File: config.mk
export PLATFORM = sky130hd
export DESIGN_NAME = sequential_array_list_core
export DESIGN_NICKNAME = d
export VERILOG_FILES = /design/src/hw/rtl/sal_pkg.sv /design/src/hw/rtl/sal_ram.sv /design/src/hw/rtl/sal_ctrl.sv /design/src/hw/rtl/sal_dp.sv /design/src/hw/rtl/sequential_array_list_core.sv
export SDC_FILE = /design/constraint.sdc
export NUM_CORES = 2
export LEC_CHECK = 0
export BUFFER_PORTS_ARGS = -buffer_cell sky130_fd_sc_hd__buf_4
export CORE_UTILIZATION = 55
export CTS_CLUSTER_SIZE = 8
export DETAILED_ROUTE_END_ITERATION = 16
export PLACE_DENSITY = 0.74
export SLEW_MARGIN = 20
export SYNTH_ARGS = -nofsm -noshare
export SYNTH_HDL_FRONTEND = slang
export SYNTH_HIERARCHICAL = 1
export SYNTH_SLANG_ARGS = --single-unit
File: constraint.sdc
create_clock -name clk -period 5.31 [get_ports clk]
set_input_delay 1.062 -clock clk [delete_from_list [all_inputs] [get_ports clk]]
set_output_delay 1.062 -clock clk [all_outputs]
set_load 0.02 [all_outputs]
File: src/hw/rtl/sal_pkg.sv
// ----------------------------------------------------------------------------
// sal_pkg: shared types and codes for the sequential array list
// Item and result layouts, operation and status codes, controller commands.
// ----------------------------------------------------------------------------
package sal_pkg;

	localparam int OP_W     = 3;
	localparam int POS_W    = 6;
	localparam int VAL_W    = 32;
	localparam int STATUS_W = 3;

	localparam logic [OP_W-1:0] OP_INSERT = 3'd0;
	localparam logic [OP_W-1:0] OP_REMOVE = 3'd1;
	localparam logic [OP_W-1:0] OP_READ   = 3'd2;
	localparam logic [OP_W-1:0] OP_SEARCH = 3'd3;
	localparam logic [OP_W-1:0] OP_CLEAR  = 3'd4;

	localparam logic [STATUS_W-1:0] ST_OK       = 3'd0;
	localparam logic [STATUS_W-1:0] ST_BADPOS   = 3'd1;
	localparam logic [STATUS_W-1:0] ST_FULL     = 3'd2;
	localparam logic [STATUS_W-1:0] ST_EMPTY    = 3'd3;
	localparam logic [STATUS_W-1:0] ST_NOTFOUND = 3'd4;

	typedef struct packed {
		logic [OP_W-1:0]         op;
		logic [POS_W-1:0]        position;
		logic signed [VAL_W-1:0] value;
	} item_t;

	typedef struct packed {
		logic [STATUS_W-1:0]     status;
		logic signed [VAL_W-1:0] value_out;
		logic [POS_W-1:0]        found_position;
		logic [POS_W-1:0]        item_count;
	} result_t;

	typedef enum logic [3:0] {
		S_IDLE,
		S_DISPATCH,
		S_INS_SHIFT,
		S_INS_PUT,
		S_READ,
		S_REM_FIRST,
		S_REM_SHIFT,
		S_REM_END,
		S_SRCH
	} ctl_state_t;

	typedef enum logic [3:0] {
		STEP_NONE,
		STEP_INS_BEGIN,
		STEP_INS_SHIFT,
		STEP_INS_PUT,
		STEP_POS_BEGIN,
		STEP_READ_DONE,
		STEP_REM_FIRST,
		STEP_REM_SHIFT,
		STEP_REM_END,
		STEP_SRCH_BEGIN,
		STEP_SRCH
	} step_t;

	typedef enum logic [1:0] {
		CNT_HOLD,
		CNT_INC,
		CNT_DEC,
		CNT_CLEAR
	} cnt_t;

	typedef struct packed {
		logic                accept;
		step_t               step;
		logic                finish;
		logic [STATUS_W-1:0] status;
		cnt_t                cnt;
	} ctl_t;

	typedef struct packed {
		logic [OP_W-1:0] op;
		logic            full;
		logic            empty;
		logic            pos_bad;
		logic            ins_append;
		logic            ins_last;
		logic            rem_first_last;
		logic            rem_shift_last;
		logic            srch_last;
		logic            match;
	} sts_t;

endpackage

File: src/hw/rtl/sal_ram.sv
// ----------------------------------------------------------------------------
// sal_ram: generic single-port-write, single-port-read RAM
// One write and one registered read per cycle.
// ----------------------------------------------------------------------------
module sal_ram #(
	parameter int WIDTH = 32,
	parameter int DEPTH = 32
) (
	input  logic                     clk,
	input  logic                     wr_en,
	input  logic [$clog2(DEPTH)-1:0] wr_addr,
	input  logic [WIDTH-1:0]         wr_data,
	input  logic [$clog2(DEPTH)-1:0] rd_addr,
	output logic [WIDTH-1:0]         rd_data
);

	logic [WIDTH-1:0] mem_q [DEPTH];

	always_ff @(posedge clk) begin
		if (wr_en) begin
			mem_q[wr_addr] <= wr_data;
		end
		rd_data <= mem_q[rd_addr];
	end

endmodule

File: src/hw/rtl/sal_ctrl.sv
// ----------------------------------------------------------------------------
// sal_ctrl: operation sequencer
// Decodes each item and steps the datapath through shift, read or scan.
// ----------------------------------------------------------------------------
module sal_ctrl
	import sal_pkg::*;
(
	input  logic clk,
	input  logic arst_n,
	input  logic start,
	input  sts_t sts,
	output ctl_t ctl,
	output logic busy
);

	ctl_state_t state_q;
	ctl_state_t state_d;

	always_ff @(posedge clk or negedge arst_n) begin
		if (!arst_n) begin
			state_q <= S_IDLE;
		end else begin
			state_q <= state_d;
		end
	end

	always_comb begin
		state_d = state_q;
		case (state_q)
			S_IDLE: begin
				if (start) begin
					state_d = S_DISPATCH;
				end
			end
			S_DISPATCH: begin
				state_d = S_IDLE;
				case (sts.op)
					OP_INSERT: begin
						if (!sts.full) begin
							state_d = sts.ins_append ? S_INS_PUT : S_INS_SHIFT;
						end
					end
					OP_REMOVE: begin
						if (!sts.empty && !sts.pos_bad) begin
							state_d = S_REM_FIRST;
						end
					end
					OP_READ: begin
						if (!sts.empty && !sts.pos_bad) begin
							state_d = S_READ;
						end
					end
					OP_SEARCH: begin
						if (!sts.empty) begin
							state_d = S_SRCH;
						end
					end
					default: state_d = S_IDLE;
				endcase
			end
			S_INS_SHIFT: begin
				if (sts.ins_last) begin
					state_d = S_INS_PUT;
				end
			end
			S_INS_PUT:   state_d = S_IDLE;
			S_READ:      state_d = S_IDLE;
			S_REM_FIRST: state_d = sts.rem_first_last ? S_REM_END : S_REM_SHIFT;
			S_REM_SHIFT: begin
				if (sts.rem_shift_last) begin
					state_d = S_REM_END;
				end
			end
			S_REM_END:   state_d = S_IDLE;
			S_SRCH: begin
				if (sts.match || sts.srch_last) begin
					state_d = S_IDLE;
				end
			end
			default:     state_d = S_IDLE;
		endcase
	end

	always_comb begin
		ctl        = '0;
		ctl.step   = STEP_NONE;
		ctl.status = ST_OK;
		ctl.cnt    = CNT_HOLD;
		case (state_q)
			S_IDLE: ctl.accept = start;
			S_DISPATCH: begin
				case (sts.op)
					OP_INSERT: begin
						if (sts.full) begin
							ctl.finish = 1'b1;
							ctl.status = ST_FULL;
						end else begin
							ctl.step = STEP_INS_BEGIN;
						end
					end
					OP_REMOVE, OP_READ: begin
						if (sts.empty) begin
							ctl.finish = 1'b1;
							ctl.status = ST_EMPTY;
						end else if (sts.pos_bad) begin
							ctl.finish = 1'b1;
							ctl.status = ST_BADPOS;
						end else begin
							ctl.step = STEP_POS_BEGIN;
						end
					end
					OP_SEARCH: begin
						if (sts.empty) begin
							ctl.finish = 1'b1;
							ctl.status = ST_EMPTY;
						end else begin
							ctl.step = STEP_SRCH_BEGIN;
						end
					end
					OP_CLEAR: begin
						ctl.finish = 1'b1;
						ctl.status = sts.empty ? ST_EMPTY : ST_OK;
						ctl.cnt    = CNT_CLEAR;
					end
					default: ctl.finish = 1'b1;
				endcase
			end
			S_INS_SHIFT: ctl.step = STEP_INS_SHIFT;
			S_INS_PUT: begin
				ctl.step   = STEP_INS_PUT;
				ctl.finish = 1'b1;
				ctl.cnt    = CNT_INC;
			end
			S_READ: begin
				ctl.step   = STEP_READ_DONE;
				ctl.finish = 1'b1;
			end
			S_REM_FIRST: ctl.step = STEP_REM_FIRST;
			S_REM_SHIFT: ctl.step = STEP_REM_SHIFT;
			S_REM_END: begin
				ctl.step   = STEP_REM_END;
				ctl.finish = 1'b1;
				ctl.cnt    = CNT_DEC;
			end
			S_SRCH: begin
				ctl.step   = STEP_SRCH;
				ctl.finish = sts.match || sts.srch_last;
				ctl.status = sts.match ? ST_OK : ST_NOTFOUND;
			end
			default: ctl.step = STEP_NONE;
		endcase
	end

	assign busy = (state_q != S_IDLE);

	a_finish_not_idle: assert property (@(posedge clk) disable iff (!arst_n)
		ctl.finish |-> state_q != S_IDLE)
		else $error("finish raised while idle");

	a_finish_returns_idle: assert property (@(posedge clk) disable iff (!arst_n)
		ctl.finish |=> state_q == S_IDLE)
		else $error("sequencer did not return to idle after finish");

	a_accept_dispatch: assert property (@(posedge clk) disable iff (!arst_n)
		ctl.accept |=> state_q == S_DISPATCH)
		else $error("accepted item not dispatched");

endmodule

File: src/hw/rtl/sal_dp.sv
// ----------------------------------------------------------------------------
// sal_dp: list datapath
// Holds the item, the count, the walk pointer, the store and the result.
// ----------------------------------------------------------------------------
module sal_dp
	import sal_pkg::*;
#(
	parameter int DEPTH = 32
) (
	input  logic    clk,
	input  logic    arst_n,
	input  item_t   item,
	input  ctl_t    ctl,
	output sts_t    sts,
	output logic    done,
	output result_t result
);

	localparam int AW   = $clog2(DEPTH);
	localparam int CW   = $clog2(DEPTH + 1);
	localparam int CMPW = (CW > POS_W) ? CW : POS_W;
	localparam int XW   = (CW > POS_W) ? CW : POS_W;

	logic [OP_W-1:0]  op_q;
	logic [POS_W-1:0] pos_q;
	logic [VAL_W-1:0] val_q;
	logic [VAL_W-1:0] vout_q;
	logic [CW-1:0]    count_q;
	logic [AW-1:0]    idx_q;
	logic             done_q;
	result_t          result_q;

	logic [CW-1:0]    count_d;
	logic [AW-1:0]    idx_d;
	logic [AW-1:0]    ins_at;
	logic [CMPW-1:0]  pos_x;
	logic [CMPW-1:0]  cnt_x;
	logic [CW-1:0]    idx_p1;
	logic [CW-1:0]    idx_p2;
	logic [XW-1:0]    count_w;
	logic [VAL_W-1:0] vout_d;
	logic [POS_W-1:0] found_d;

	logic             wr_en;
	logic [AW-1:0]    wr_addr;
	logic [VAL_W-1:0] wr_data;
	logic [AW-1:0]    rd_addr;
	logic [VAL_W-1:0] rd_data;

	sal_ram #(
		.WIDTH(VAL_W),
		.DEPTH(DEPTH)
	) u_ram (
		.clk    (clk),
		.wr_en  (wr_en),
		.wr_addr(wr_addr),
		.wr_data(wr_data),
		.rd_addr(rd_addr),
		.rd_data(rd_data)
	);

	assign pos_x  = CMPW'(pos_q);
	assign cnt_x  = CMPW'(count_q);
	assign idx_p1 = CW'(idx_q) + CW'(1);
	assign idx_p2 = CW'(idx_q) + CW'(2);
	assign ins_at = (pos_x >= cnt_x) ? AW'(count_q) : AW'(pos_q);

	always_comb begin
		sts                = '0;
		sts.op             = op_q;
		sts.full           = (count_q == CW'(DEPTH));
		sts.empty          = (count_q == '0);
		sts.pos_bad        = (pos_x == '0) || (pos_x > cnt_x);
		sts.ins_append     = (pos_x >= cnt_x);
		sts.ins_last       = ((idx_q - AW'(1)) == ins_at);
		sts.rem_first_last = (idx_p1 == count_q);
		sts.rem_shift_last = (idx_p2 == count_q);
		sts.srch_last      = (idx_p1 == count_q);
		sts.match          = (rd_data == val_q);
	end

	always_comb begin
		idx_d   = idx_q;
		rd_addr = idx_q;
		wr_en   = 1'b0;
		wr_addr = idx_q;
		wr_data = rd_data;
		case (ctl.step)
			STEP_INS_BEGIN: begin
				idx_d   = AW'(count_q);
				rd_addr = AW'(count_q) - AW'(1);
			end
			STEP_INS_SHIFT: begin
				wr_en   = 1'b1;
				idx_d   = idx_q - AW'(1);
				rd_addr = idx_q - AW'(2);
			end
			STEP_INS_PUT: begin
				wr_en   = 1'b1;
				wr_data = val_q;
			end
			STEP_POS_BEGIN: begin
				idx_d   = AW'(pos_q) - AW'(1);
				rd_addr = AW'(pos_q) - AW'(1);
			end
			STEP_REM_FIRST: rd_addr = idx_q + AW'(1);
			STEP_REM_SHIFT: begin
				wr_en   = 1'b1;
				idx_d   = idx_q + AW'(1);
				rd_addr = idx_q + AW'(2);
			end
			STEP_SRCH_BEGIN: begin
				idx_d   = '0;
				rd_addr = '0;
			end
			STEP_SRCH: begin
				idx_d   = idx_q + AW'(1);
				rd_addr = idx_q + AW'(1);
			end
			default: idx_d = idx_q;
		endcase
	end

	always_comb begin
		case (ctl.cnt)
			CNT_INC:   count_d = count_q + CW'(1);
			CNT_DEC:   count_d = count_q - CW'(1);
			CNT_CLEAR: count_d = '0;
			default:   count_d = count_q;
		endcase
	end

	assign count_w = XW'(count_d);

	always_comb begin
		case (ctl.step)
			STEP_READ_DONE: vout_d = rd_data;
			STEP_REM_END:   vout_d = vout_q;
			default:        vout_d = '0;
		endcase
	end

	assign found_d = (ctl.step == STEP_SRCH && ctl.status == ST_OK) ?
		POS_W'(idx_p1) : '0;

	always_ff @(posedge clk or negedge arst_n) begin
		if (!arst_n) begin
			count_q <= '0;
			done_q  <= 1'b0;
		end else begin
			done_q <= ctl.finish;
			if (ctl.finish) begin
				count_q <= count_d;
			end
		end
	end

	always_ff @(posedge clk) begin
		if (ctl.accept) begin
			op_q  <= item.op;
			pos_q <= item.position;
			val_q <= item.value;
		end
		idx_q <= idx_d;
		if (ctl.step == STEP_REM_FIRST) begin
			vout_q <= rd_data;
		end
		if (ctl.finish) begin
			result_q.status         <= ctl.status;
			result_q.value_out      <= vout_d;
			result_q.found_position <= found_d;
			result_q.item_count     <= count_w[POS_W-1:0];
		end
	end

	assign done   = done_q;
	assign result = result_q;

	a_count_bound: assert property (@(posedge clk) disable iff (!arst_n)
		count_q <= CW'(DEPTH))
		else $error("count exceeds depth");

	a_count_only_on_finish: assert property (@(posedge clk) disable iff (!arst_n)
		!$past(ctl.finish) |-> $stable(count_q))
		else $error("count changed outside finish");

endmodule

File: src/hw/rtl/sequential_array_list_core.sv
// ----------------------------------------------------------------------------
// sequential_array_list_core: bounded packed list of signed 32-bit words
// Insert, remove, read, search and clear on a list held in a RAM.
// ----------------------------------------------------------------------------
// Usage:
//   Drive item (op, position, value) and raise start; the item is taken at a
//   clock edge where start is high and busy is low. busy stays high until the
//   operation has finished.
//   One result per item appears on result for exactly one cycle with done
//   high; the receiver cannot stall, so it must take it in that cycle.
//   Error cases, clear and unused ops finish at dispatch; read finishes after
//   one RAM read. Insert shifts the entries from the end of the list down to
//   the insert index, remove shifts those after the position down by one, and
//   search walks from the first entry until a match or the end of the list.
//   The walk is set by the single RAM read port: one entry per cycle.
//   A new item may be accepted in the cycle its predecessor shows done.
//   Reset empties the list; the RAM contents are not cleared and need no pass.
// ----------------------------------------------------------------------------
module sequential_array_list_core
	import sal_pkg::*;
#(
	parameter int DEPTH = 32
) (
	input  logic    clk,
	input  logic    arst_n,
	input  logic    start,
	output logic    busy,
	input  item_t   item,
	output logic    done,
	output result_t result
);

	ctl_t ctl;
	sts_t sts;

	sal_ctrl u_ctrl (
		.clk   (clk),
		.arst_n(arst_n),
		.start (start),
		.sts   (sts),
		.ctl   (ctl),
		.busy  (busy)
	);

	sal_dp #(
		.DEPTH(DEPTH)
	) u_dp (
		.clk   (clk),
		.arst_n(arst_n),
		.item  (item),
		.ctl   (ctl),
		.sts   (sts),
		.done  (done),
		.result(result)
	);

endmodule

==> flow_results.org <==
** Logic synthesis
- For this run, the leading register cell type out of synthesis is edfxtp_1.
- Fraction of synthesis flops using an asynchronous set or reset pin :: 0.00923
- Total of warnings raised by yosys :: 6
- Fraction of post-synthesis cell area in the top cell type by area :: 0.721
- Synthesized net count :: slightly below 3k
- Yosys mapped a number of flops with a built-in enable equal to 1149.
- In the post-synthesis netlist, the biggest area contributors are edfxtp_1 (72%), mux2i_1 (11%), a22o_1 (1.8%).
- Synth Cell Area :: between 40000 and 50000 µm²
- Count of state elements after synthesis :: 1192
- The number of different library cells used by synthesis comes to 61.
- Synthesis handed over a netlist of 2886 instances.
- The share of the Yosys chip area taken by registers is 0.740.
- Library cell with the largest summed area after synthesis :: edfxtp_1
- Each instance of the synthesized netlist takes up on average 16.6 µm².

** Critical path
- The number of cells on the worst reg-to-reg path is 19.
- The worst setup path is of the register to register kind.
- The worst register-to-register path ends at u_dp/u_ram/rd_data[26]$_DFF_P_.
- For the worst setup path, the data required time is 5.91 ns.
- Reg-to-reg slack, setup :: 0.30 ns
- The worst setup path is captured at a register.
- For the worst setup path, the data arrival time is 5.60 ns.
- Category of the worst setup path launch point :: register
- The worst register-to-register path begins at u_dp/cnt_x[1]$_DFFE_PN0P_.
- Of all nets on the critical path, the largest fanout is 47.

** Global route
- Summed over all layers, the global routing overflow is 0.
- The initial antenna violation count came to 2.
- In the global route stage, overall resource usage came out at 0.266.
- The first global-routing pass estimated 174000 µm of wire.
- Number of global-route vias before repair :: 27.3k
- Largest net degree at the start of global routing :: 59

** Clock tree
- Clock Sink Count :: 1192
- TritonCTS created between 150 and 200 clock buffers.
- The H-tree was split into 4 levels.
- Cell at the root of the clock tree :: clkbuf_16
- Register clock-pin slew on the reported worst setup and hold paths :: 0.06 ns
- Clock tree from TritonCTS :: done
- For the worst-skew pair, the clock arrives at the later sink with an insertion delay of 0.76 ns.
- Clock tree buffer depth :: 3

** Run status
- Run status :: finished clean

** Place
- Half-perimeter wire length of the detailed placement result :: a little under 70000 µm
- Count of placed standard cells including taps :: 4065
- Global placer's final weighted congestion :: 0.890
- Number of port buffers :: just over 90

** Timing
- The smallest clock period supported by the final layout is computed as 5.01 ns.
- Period utilisation layout :: 0.943
- For the pin with the worst max-slew slack, the measured transition is 1.07 ns.
- Measured against its own limit, the worst slew margin works out to 0.287.
- Final count of hold timing violations :: 0
- Clk_skew :: 0.0496 ns
- Final setup violation count :: 0
- Highest achievable clock rate :: 200 MHz
- The final count of pins violating max slew came to 0.
- Hold Worst Slack :: 0.145 ns

** Die
- In this run the core area contains 107 standard-cell rows.
- Top-level I/O count :: 93
- Die Footprint :: 88200 µm²
- In this run the vertical extent of the chip is 297 µm.
- The die is 297 µm wide.
- The initial utilization of the core area, before any placement, comes to 0.558.
- Core Area :: 85700 µm²

** Route
- Wires add up to ~120000 µm.
- Number of nets with antenna violations after detailed routing :: 0
- First drt pass iteration count :: 8
- Number of DRC violations after detailed-routing iteration 0 :: 3148
- Detailed-route DRC error count :: 0
- Via total after detailed routing :: ~27k
- Using the TritonRoute via totals, the vias-per-cell ratio works out to between 6 and 7.
- Final routed wire length divided by cell count :: 27.2 µm

** Cells and area
- For this run, the share of the core covered by cells in the final layout is 0.648.
- The sequential cells in the finished layout cover a total of 35400 µm².
- Layout Cells excl Fill :: around 4.3k
- Number of filler cells placed in the layout :: around 5.7k
- The net count of the finished layout is 3169.
- Fraction of final layout cells with drive strength greater than 1 :: 0.159
- Multi-input combinational cell area :: 11800 µm²
- Area growth syn-to-layout :: 16.1%
- 0 antenna diodes ended up in the layout.

** Run
- Number of max-cap violations :: 0

** Min path
- Hold WC Path Type :: input pin to asynchronous set/reset pin
## layer usage
layer / part of all wire / up-vias / track usage
li1: - / 11700 / -
met1: 0.40 / 13800 / 0.373
met2: 0.48 / 1489 / 0.427
met3: 0.10 / 207 / 0.0521
met4: 0.023 / 2 / 0.0768
met5: 0.00012 / - / 0
## per-stage QoR
stage / instance area, µm² / setup TNS, ns / setup slack [ns]
detailed placement: 50400 / -0.104 / -0.0524
global route: 55500 / -0.0253 / -0.0253
CTS: 55300 / 0 / 0.0723
floorplan: 47800 / 0 / 0.197
finish: 55500 / 0 / 0.302
global placement: 50400 / -0.00666 / -0.00666
## area by class of cell
cell class | instances | share of cell area
multi-input combinational | 1506 | 0.213
clock inverter | 15 | 0.00545
clock buffer | 253 | 0.0815
sequential | 1192 | 0.638
tap | 1144 | 0.0258
timing repair buffer | 210 | 0.0347
inverter | 24 | 0.00162
## state kept, by name (all words and copies together) (netlist names), 4 cells and up
| name | count |
|---|---|
| u_dp/u_ram/rd_data | 32 |
| u_dp/cnt_x | 6 |
| u_dp/u_ram/mem_q | 1024 |
| u_dp/pos_q | 6 |
| u_ctrl/state_q | 4 |
| u_dp/vout_q | 32 |
| u_dp/idx_q | 5 |
| u_dp/val_q | 32 |
| u_dp/result | 47 |
## critical path, cell delays in order (launching register included)
cell and delay (ns):
dfrtp_1 0.38, inv_1 0.19, ha_1 0.29, nand4_1 0.22
nor2_1 0.33, nand3b_1 0.22, o31a_1 0.20, o22ai_1 0.16
buf_4 0.24, or2_0 0.34, a21o_1 0.27, o22ai_1 0.14
nor3_1 0.06, a21oi_1 0.36, nor2b_4 0.31, buf_12 0.29
a22o_1 0.19, nor3_1 0.05, a31oi_1 0.43, nand3_1 0.12
## what timing repair did
item / in CTS / in global routing
buffers inserted: 0 / 10
resized for setup: 2 / 29
hold buffers: 0 / 0
pin swaps: 0 / 2
hold endpoints to repair: 0 / 0
endpoints found under the setup margin: 7 / 30
## layout by cell type, fill, tap and decap left out, types with 29 or more instances in the layout
| master | count |
|---|---|
| a21oi_1 | 120 |
| a22o_1 | 96 |
| a22oi_1 | 99 |
| buf_4 | 181 |
| clkbuf_1 | 85 |
| clkbuf_16 | 168 |
| dfxtp_1 | 32 |
| edfxtp_1 | 1149 |
| mux2_2 | 35 |
| mux2i_1 | 515 |
| nand2_1 | 145 |
| nand3_1 | 107 |
| nor2_1 | 50 |
| nor2_4 | 34 |
| nor3_1 | 35 |
| o21ai_0 | 29 |
| xor2_1 | 42 |
## cell families after synthesis
family,count (synthesis),share of synthesized area
adders and majority gates,24,0.00659
muxes,551,0.116
AOI/OAI and AO/OA,413,0.0591
buffers and inverters,188,0.0217
and+or+nand+nor,453,0.0441
DFF,1192,0.740
xor gates and xnor gates,65,0.0119
## cells in the mapped netlist, drive strengths merged (3+ instances only)
master / n
edfxtp: 1149
mux2i: 515
nand2: 146
a21oi: 120
nand3: 110
buf: 106
a22oi: 99
a22o: 96
nor2: 86
clkbuf: 58
nor3: 43
xor2: 42
mux2: 36
a31oi: 35
dfxtp: 32
o21ai: 31
inv: 24
xnor2: 23
ha: 22
nand3b: 13
nor4: 13
dfrtp: 11
nand2b: 10
nor2b: 10
o22ai: 7
a21o: 3
a221o: 3
a32oi: 3
and2: 3
nand4: 3
or2: 3
or3b: 3
## worst max-delay path by stage
stage / startpoint / endpoint / slack, ns / depth (start not counted)
2_1_floorplan: u_dp/cnt_x[3]$_DFFE_PN0P_ / u_dp/cnt_x[5]$_DFFE_PN0P_ / 0.20 / 15
3_3_place_gp: u_dp/cnt_x[2]$_DFFE_PN0P_ / u_dp/u_ram/rd_data[11]$_DFF_P_ / -0.007 / 23
3_5_place_dp: u_dp/cnt_x[2]$_DFFE_PN0P_ / u_dp/u_ram/rd_data[11]$_DFF_P_ / -0.05 / 23
4_1_cts: u_dp/cnt_x[5]$_DFFE_PN0P_ / u_dp/u_ram/rd_data[14]$_DFF_P_ / 0.07 / 23
5_1_grt: u_dp/cnt_x[5]$_DFFE_PN0P_ / u_dp/u_ram/rd_data[14]$_DFF_P_ / -0.03 / 22
6_report: u_dp/cnt_x[1]$_DFFE_PN0P_ / u_dp/u_ram/rd_data[26]$_DFF_P_ / 0.30 / 19
Power is not shown: default switching activity piles up to over one toggle a cycle in this logic, so the estimate is an artifact.
